$ cat config.mk
export PLATFORM = sky130hd
export DESIGN_NAME = rtcp_compound_validator_core
export DESIGN_NICKNAME = d
export VERILOG_FILES = /design/src/sv/rcv_pkg.sv /design/src/sv/rtcp_compound_validator_core.sv
export SDC_FILE = /design/constraint.sdc
export NUM_CORES = 1
export LEC_CHECK = 0
export ABC_AREA = 0
export ABC_CLOCK_PERIOD_IN_PS = 3700
export BUFFER_PORTS_ARGS = -buffer_cell sky130_fd_sc_hd__clkbuf_2
export CAP_MARGIN = 15
export CORE_MARGIN = 1
export CORE_UTILIZATION = 55
export CTS_CLUSTER_DIAMETER = 150
export DETAILED_ROUTE_END_ITERATION = 10
export GPL_TIMING_DRIVEN = 0
export PLACE_DENSITY = 0.77
export SYNTH_ARGS = -nofsm -noshare
export SYNTH_HDL_FRONTEND = slang
export SYNTH_SLANG_ARGS = --single-unit
$ cat constraint.sdc
create_clock -name i_clk -period 3.7 [get_ports i_clk]
set_input_delay 0.555 -clock i_clk [delete_from_list [all_inputs] [get_ports i_clk]]
set_output_delay 0.555 -clock i_clk [all_outputs]
set_load 0.05 [all_outputs]
$ cat src/sv/rcv_pkg.sv
// Shared types and constants for the RTCP compound datagram validator.
package rcv_pkg;

    localparam int unsigned POS_W   = 19;
    localparam int unsigned PAD_W   = 9;
    localparam int unsigned HDR_W   = 16;
    localparam int unsigned VER_W   = 2;
    localparam int unsigned CFG_IDX_W  = 2;
    localparam int unsigned CFG_DATA_W = 16;

    localparam logic [POS_W-1:0] POS_MAX     = '1;
    localparam logic [PAD_W-1:0] PAD_START   = 9'd4;
    localparam logic [HDR_W-1:0] RST_MASK    = 16'hE0FE;
    localparam logic [HDR_W-1:0] RST_VALUE   = 16'h80C8;
    localparam logic [VER_W-1:0] RST_VERSION = 2'd2;

    typedef enum logic [CFG_IDX_W-1:0] {
        CFG_FIRST_HDR_MASK  = 2'd0,
        CFG_FIRST_HDR_VALUE = 2'd1,
        CFG_EXP_VERSION     = 2'd2
    } t_cfg_index;

    typedef enum logic [2:0] {
        ERR_NONE    = 3'd0,
        ERR_LENGTH  = 3'd1,
        ERR_MASK    = 3'd2,
        ERR_VERSION = 3'd3,
        ERR_PADDING = 3'd4
    } t_err_kind;

    typedef struct packed {
        logic [7:0] data_byte;
        logic       last_byte;
    } t_in_item;

    typedef struct packed {
        logic      is_valid;
        t_err_kind error_kind;
    } t_out_item;

endpackage

$ cat src/sv/rtcp_compound_validator_core.sv
// Top level of the RTCP compound datagram validator: byte walker and result register.
// The verdict appears on o_out_valid in the cycle after the final byte is accepted.
// Throughput: one byte per cycle; every byte is handled by a single pass of counter and
// compare logic, so the input only stalls while an unread verdict blocks the result register.
// Reset (i_rst_n low, synchronous): registers return to mask 0xE0FE, value 0x80C8,
// version 2, the walker to the start of a datagram, and the result register empties.
module rtcp_compound_validator_core (
    input  logic                            i_clk,
    input  logic                            i_rst_n,
    input  logic                            i_in_valid,
    output logic                            o_in_ready,
    input  rcv_pkg::t_in_item               i_in_item,
    output logic                            o_out_valid,
    input  logic                            i_out_ready,
    output rcv_pkg::t_out_item              o_out_item,
    input  logic                            i_cfg_wr_en,
    input  logic [rcv_pkg::CFG_IDX_W-1:0]   i_cfg_index,
    input  logic [rcv_pkg::CFG_DATA_W-1:0]  i_cfg_wdata
);
    import rcv_pkg::*;

    // Configuration registers.
    logic [HDR_W-1:0] r_mask;
    logic [HDR_W-1:0] r_value;
    logic [VER_W-1:0] r_version;

    // Walker state. Only header bytes 0 and 2 are kept: byte 1 is checked as it
    // arrives, and byte 3 completes the length field as it arrives.
    logic [POS_W-1:0] r_pos,      n_pos;
    logic [POS_W-1:0] r_pkt,      n_pkt;
    logic [7:0]       r_hdr0,     n_hdr0;
    logic [7:0]       r_hdr2,     n_hdr2;
    logic             r_first,    n_first;
    logic             r_pad_mode, n_pad_mode;
    logic [PAD_W-1:0] r_pad_cnt,  n_pad_cnt;
    t_err_kind        r_err,      n_err;

    // Result register.
    logic      r_out_valid;
    t_out_item r_out_item;
    t_err_kind kind;

    logic       accept;
    logic [7:0] b;
    logic [16:0] len_p1;

    // The result register frees up in the same cycle that its verdict is taken,
    // so a new byte can enter every cycle unless a verdict is left unread.
    assign o_in_ready  = !r_out_valid || i_out_ready;
    assign accept      = i_in_valid && o_in_ready;
    assign b           = i_in_item.data_byte;
    assign len_p1      = {1'b0, r_hdr2, b} + 17'd1;
    assign o_out_valid = r_out_valid;
    assign o_out_item  = r_out_item;

    always_ff @(posedge i_clk) begin
        if (!i_rst_n) begin
            r_mask    <= RST_MASK;
            r_value   <= RST_VALUE;
            r_version <= RST_VERSION;
        end else if (i_cfg_wr_en) begin
            unique case (t_cfg_index'(i_cfg_index))
                CFG_FIRST_HDR_MASK:  r_mask    <= i_cfg_wdata;
                CFG_FIRST_HDR_VALUE: r_value   <= i_cfg_wdata;
                CFG_EXP_VERSION:     r_version <= i_cfg_wdata[VER_W-1:0];
                default: ;
            endcase
        end
    end

    always_comb begin
        n_pos      = r_pos;
        n_pkt      = r_pkt;
        n_hdr0     = r_hdr0;
        n_hdr2     = r_hdr2;
        n_first    = r_first;
        n_pad_mode = r_pad_mode;
        n_pad_cnt  = r_pad_cnt;
        n_err      = r_err;
        kind       = ERR_NONE;

        priority if (r_err != ERR_NONE) begin
            // After an error the bytes are only counted, saturating.
            if (r_pos != POS_MAX) begin
                n_pos = r_pos + 1'b1;
            end
        end else if (r_pad_mode) begin
            // Inside the padded last packet: count up to 256 and hold there.
            if (!r_pad_cnt[PAD_W-1]) begin
                n_pad_cnt = r_pad_cnt + 1'b1;
            end
        end else begin
            if (r_pos == '0) begin
                n_hdr0 = b;
            end
            if (r_pos == POS_W'(2)) begin
                n_hdr2 = b;
            end
            if (r_pos == POS_W'(1) && r_first && (({r_hdr0, b} & r_mask) != r_value)) begin
                n_err = ERR_MASK;
            end
            if (r_pos == POS_W'(3)) begin
                n_pkt = {len_p1, 2'b00};
                if (!r_first) begin
                    if (r_hdr0[7:6] != r_version) begin
                        n_err = ERR_VERSION;
                    end else if (r_hdr0[5]) begin
                        n_pad_mode = 1'b1;
                        n_pad_cnt  = PAD_START;
                    end
                end
            end
            n_pos = r_pos + 1'b1;
            // A complete packet wraps the position and leaves the first packet.
            if (n_err == ERR_NONE && !n_pad_mode && (n_pos[POS_W-1:2] != '0)
                    && n_pos == n_pkt) begin
                n_pos   = '0;
                n_first = 1'b0;
            end
        end

        // Verdict on the final byte, in order of precedence.
        priority if (r_first && n_first && n_pos[POS_W-1:2] == '0) begin
            kind = ERR_LENGTH;
        end else if (n_err != ERR_NONE) begin
            kind = n_err;
        end else if (n_pad_mode) begin
            kind = (n_pad_cnt == {1'b0, b}) ? ERR_NONE : ERR_PADDING;
        end else if (n_pos == '0) begin
            kind = ERR_NONE;
        end else begin
            kind = ERR_LENGTH;
        end

        // The final byte returns the walker to the start of a datagram.
        if (i_in_item.last_byte) begin
            n_pos      = '0;
            n_pkt      = '0;
            n_hdr0     = '0;
            n_hdr2     = '0;
            n_first    = 1'b1;
            n_pad_mode = 1'b0;
            n_pad_cnt  = '0;
            n_err      = ERR_NONE;
        end
    end

    always_ff @(posedge i_clk) begin
        if (!i_rst_n) begin
            r_pos      <= '0;
            r_pkt      <= '0;
            r_hdr0     <= '0;
            r_hdr2     <= '0;
            r_first    <= 1'b1;
            r_pad_mode <= 1'b0;
            r_pad_cnt  <= '0;
            r_err      <= ERR_NONE;
        end else if (accept) begin
            r_pos      <= n_pos;
            r_pkt      <= n_pkt;
            r_hdr0     <= n_hdr0;
            r_hdr2     <= n_hdr2;
            r_first    <= n_first;
            r_pad_mode <= n_pad_mode;
            r_pad_cnt  <= n_pad_cnt;
            r_err      <= n_err;
        end
    end

    always_ff @(posedge i_clk) begin
        if (!i_rst_n) begin
            r_out_valid <= 1'b0;
        end else if (accept && i_in_item.last_byte) begin
            r_out_valid <= 1'b1;
        end else if (i_out_ready) begin
            r_out_valid <= 1'b0;
        end
    end

    always_ff @(posedge i_clk) begin
        if (accept && i_in_item.last_byte) begin
            r_out_item.is_valid   <= (kind == ERR_NONE);
            r_out_item.error_kind <= kind;
        end
    end

endmodule

==> impl_metrics.env <==
export IMPL_regArea_sq_um=2190
export IMPL_finalSetupViolations=1
export IMPL_synth_top_area_cell="dfxtp_1"
export IMPL_fin_ws_ns=-0.00763
export IMPL_multi_input_area_sq_um=4910
export IMPL_grt_usage=0.358
export IMPL_critical_path_top_delay_family="simple AND/OR/NAND/NOR gates"
export IMPL_drt_iter0_drc=980
export IMPL_dr_pass1_iters=5
export IMPL_antenna_cells=0
export IMPL_core_sq_um=12600
export IMPL_clkTransAtPathRegs_ns=0.08
export IMPL_htree_levels=3
export IMPL_wl_per_cell_um=20.2
export IMPL_peakVddDrop_v=0.000217
export IMPL_die_w_um=116
export IMPL_pin_count=38
export IMPL_crit_fanout=6
export IMPL_worst_slew_pin_slew_ns=0.963
export IMPL_drive_gt1_frac=0.167
export IMPL_fin_util=0.660
export IMPL_die_area_sq_um=13400
export IMPL_hold_buffers=0
export IMPL_nets=1021
export IMPL_area_growth_pct=16.6
export IMPL_finalCriticalPeriod_ns=3.71
export IMPL_synth_cells=931
export IMPL_numCtsBuffers=9
export IMPL_clockBufferDepth=2
export IMPL_p_seq_frac=0.481
export IMPL_avgSynthCellArea_sq_um=7.67
export IMPL_grt_overflow=0
export IMPL_maxCapViolations=0
export IMPL_viasPerCell=6.44
export IMPL_place_hpwl_mm=16.7
export IMPL_required_ns=3.82
export IMPL_crit_buf_inv=2
export IMPL_cts_tree="yes"
export IMPL_leakage_uw=0.00307
export IMPL_die_h_um=116
export IMPL_finalWirelength_mm=23.5
export IMPL_initial_core_util=0.566
export IMPL_fin_crit_sh=1.00
export IMPL_netSwitchingPower_uw=712
export IMPL_vias=7467
export IMPL_status="complete, but fails checks"
export IMPL_row_count=41
export IMPL_drv_slew=0
export IMPL_gp_congestion=0.966
export IMPL_fmax_ghz=0.270
export IMPL_fin_skew_ns=0.00990
export IMPL_ys_seq_area_frac=0.305
export IMPL_insertion_delay_ns=0.37
export IMPL_grt_pass1_wl_mm=36.4
export IMPL_critPathArrivalTime_ns=3.83
export IMPL_grt_max_degree=21
export IMPL_min_path_type="in2reg"
export IMPL_reg2reg_setup_slack_ns=-0.008
export IMPL_cpMaxStageDelayCell="or3b_4"
export IMPL_p_comb_frac=0.112
export IMPL_cts_root_buf="clkbuf_16"
export IMPL_power_switching_share=0.286
export IMPL_synthTopCellsByArea="dfxtp_1 (29%), nand2_1 (7.0%), xnor2_1 (4.8%)"
export IMPL_startpoint_type="flop"
export IMPL_end_kind="flop"
export IMPL_synth_top_area_share=0.289
export IMPL_clock_sinks=107
export IMPL_clkPwrFrac=0.407
export IMPL_rsz0062_at_grt="true"
export IMPL_grt_pass1_vias=6718
export IMPL_antenna_found_initial=0
export IMPL_p_per_area_nw_per_um2=298
export IMPL_fillers=1123
export IMPL_yosys_warnings=0
export IMPL_drc=0
export IMPL_path_class="reg2reg"
export IMPL_port_buffers=30
export IMPL_slew_headroom=0.353
export IMPL_crit_chain="nor4_4, and3_1, buf_6, nand3_4, o211a_1, nor4b_4, or3b_4, nor4_4, buf_4, nand2_2, a211o_1, a211o_1"
export IMPL_yosys_cell_types_count=77
export IMPL_violations="setup timing"
export IMPL_ys_seq_elements=107
export IMPL_finalHoldViolations=0
export IMPL_synth_edf_count=4
export IMPL_finalPower_uw=2490
export IMPL_intPower_uw=1770
export IMPL_syn_cell_area_sq_um=7140
export IMPL_slowest_delay_ns=0.43
export IMPL_ant_nets=0
export IMPL_synth_top_flop_cell="dfxtp_1"
export IMPL_syn_num_nets=969
export IMPL_synthArstFlopShare=0
[cells in the final DEF, fill, tap and decap left out, types with 9 or more instances in the layout]
master     Yosys  routed
a21boi_0      28      28
a21oi_1       40      40
a22oi_1       39      39
a31oi_1       11      11
and2_1        14      13
and3_1        15      15
buf_2         17      10
buf_4          5      19
clkbuf_1      43      38
clkbuf_16      0       9
clkbuf_2       0      31
dfxtp_1      103      97
inv_1         20      20
nand2_1      134     133
nand3_1       46      40
nand4_1       22      22
nor2_1        39      35
nor2b_1       45      45
nor3_1        34      30
o211ai_1       9       9
o21ai_0       43      37
o21ai_1        5      10
o31ai_1       15      15
or3_1         12       9
xnor2_1       39      33
xor2_1        15      13
[routing by layer]
layer,track usage,share of wire,vias up
met2,0.567,0.45,420
met4,0.161,0.034,0
met1,0.478,0.43,3484
li1,-,-,3496
met3,0.0601,0.085,67
met5,0,0,-
[metrics by stage]
step	instances	hold WS (ns)	setup TNS, ns	setup slack [ns]	instance area (sq um)
3_5_place_dp	1133	0.456	-9.87	-0.735	7510
5_1_grt	1160	0.413	-0.0910	-0.0910	8330
3_3_place_gp	1133	0.451	-9.48	-0.720	7510
2_1_floorplan	931	0.440	0	0.186	7140
4_1_cts	1152	0.404	0	0.000906	8070
6_report	1160	0.405	-0.00763	-0.00763	8330
[cells in the mapped netlist (5+ instances only)]
library cell	n
o21ai_0	43
or3_1	12
nor3_1	34
a21oi_1	40
nand4_1	22
nand2_1	134
a21boi_0	28
inv_1	20
xnor2_1	39
and4_1	6
mux2i_1	6
and2_1	14
nor4_1	16
nor2b_1	45
and3_1	15
clkbuf_1	43
nor2_1	39
o211ai_1	9
nand3_1	46
dfxtp_1	103
a211oi_1	6
buf_2	17
o31ai_1	15
a31oi_1	11
o21ai_1	5
buf_4	5
a21o_1	8
ha_1	6
buf_6	5
a22oi_1	39
xor2_1	15
[flip-flops by register name (all words and copies together), names as in the netlist, 2 cells and up]
register / count
o_out_item: 4
r_pkt: 19
r_hdr2: 8
r_version: 2
r_mask: 16
r_pad_cnt: 9
r_err: 3
r_value: 16
r_hdr0: 8
r_pos: 19
[power groups by stage]
stage	Combinational [uW]	Clock [uW]	Sequential, uW
after floorplan	168	0	1230
after global placement	258	0	1220
after detailed placement	261	0	1220
after CTS	267	1010	1200
after global routing	299	1050	1200
final	278	1010	1200
[layout make-up]
type | count | share of cell area
Multi-Input combinational cell | 734 | 0.590
Sequential cell | 107 | 0.263
Buffer | 68 | 0.0446
Timing Repair Buffer | 43 | 0.0315
Clock buffer | 10 | 0.0287
Tap cell | 172 | 0.0258
Inverter | 20 | 0.00901
Clock inverter | 6 | 0.00736
[worst paths after layout]
path         cells after the start      startpoint            end
max                             12       r_pos[15]  o_out_item[0]
min                              3  i_cfg_wdata[3]      r_mask[3]
max reg2reg                     12       r_pos[15]  o_out_item[0]
min reg2reg                      2       r_mask[8]      r_mask[8]
[worst min-delay path, delay by kind of cell]
kind                   cells  cell delay (ns)
AND/OR/NAND/NOR            2             0.10
buffers and inverters      1             0.09
[what timing repair did]
action                                 4_1_cts  5_1_grt
resized for setup                           49       44
setup endpoints to repair                   19       12
endpoints found under the hold margin        0        0
setup buffers                                5        8
pin swaps                                   10       15
[cells by family after synthesis]
group,count (synthesis),synth area share
muxes,7,0.00998
DFF,107,0.305
AOI/OAI and AO/OA,242,0.229
xor gates and xnor gates,54,0.0662
buffers and inverters,90,0.0581
and+or+nand+nor,425,0.321
adders and majority gates,6,0.0105
(Power assumes the default switching activity.)
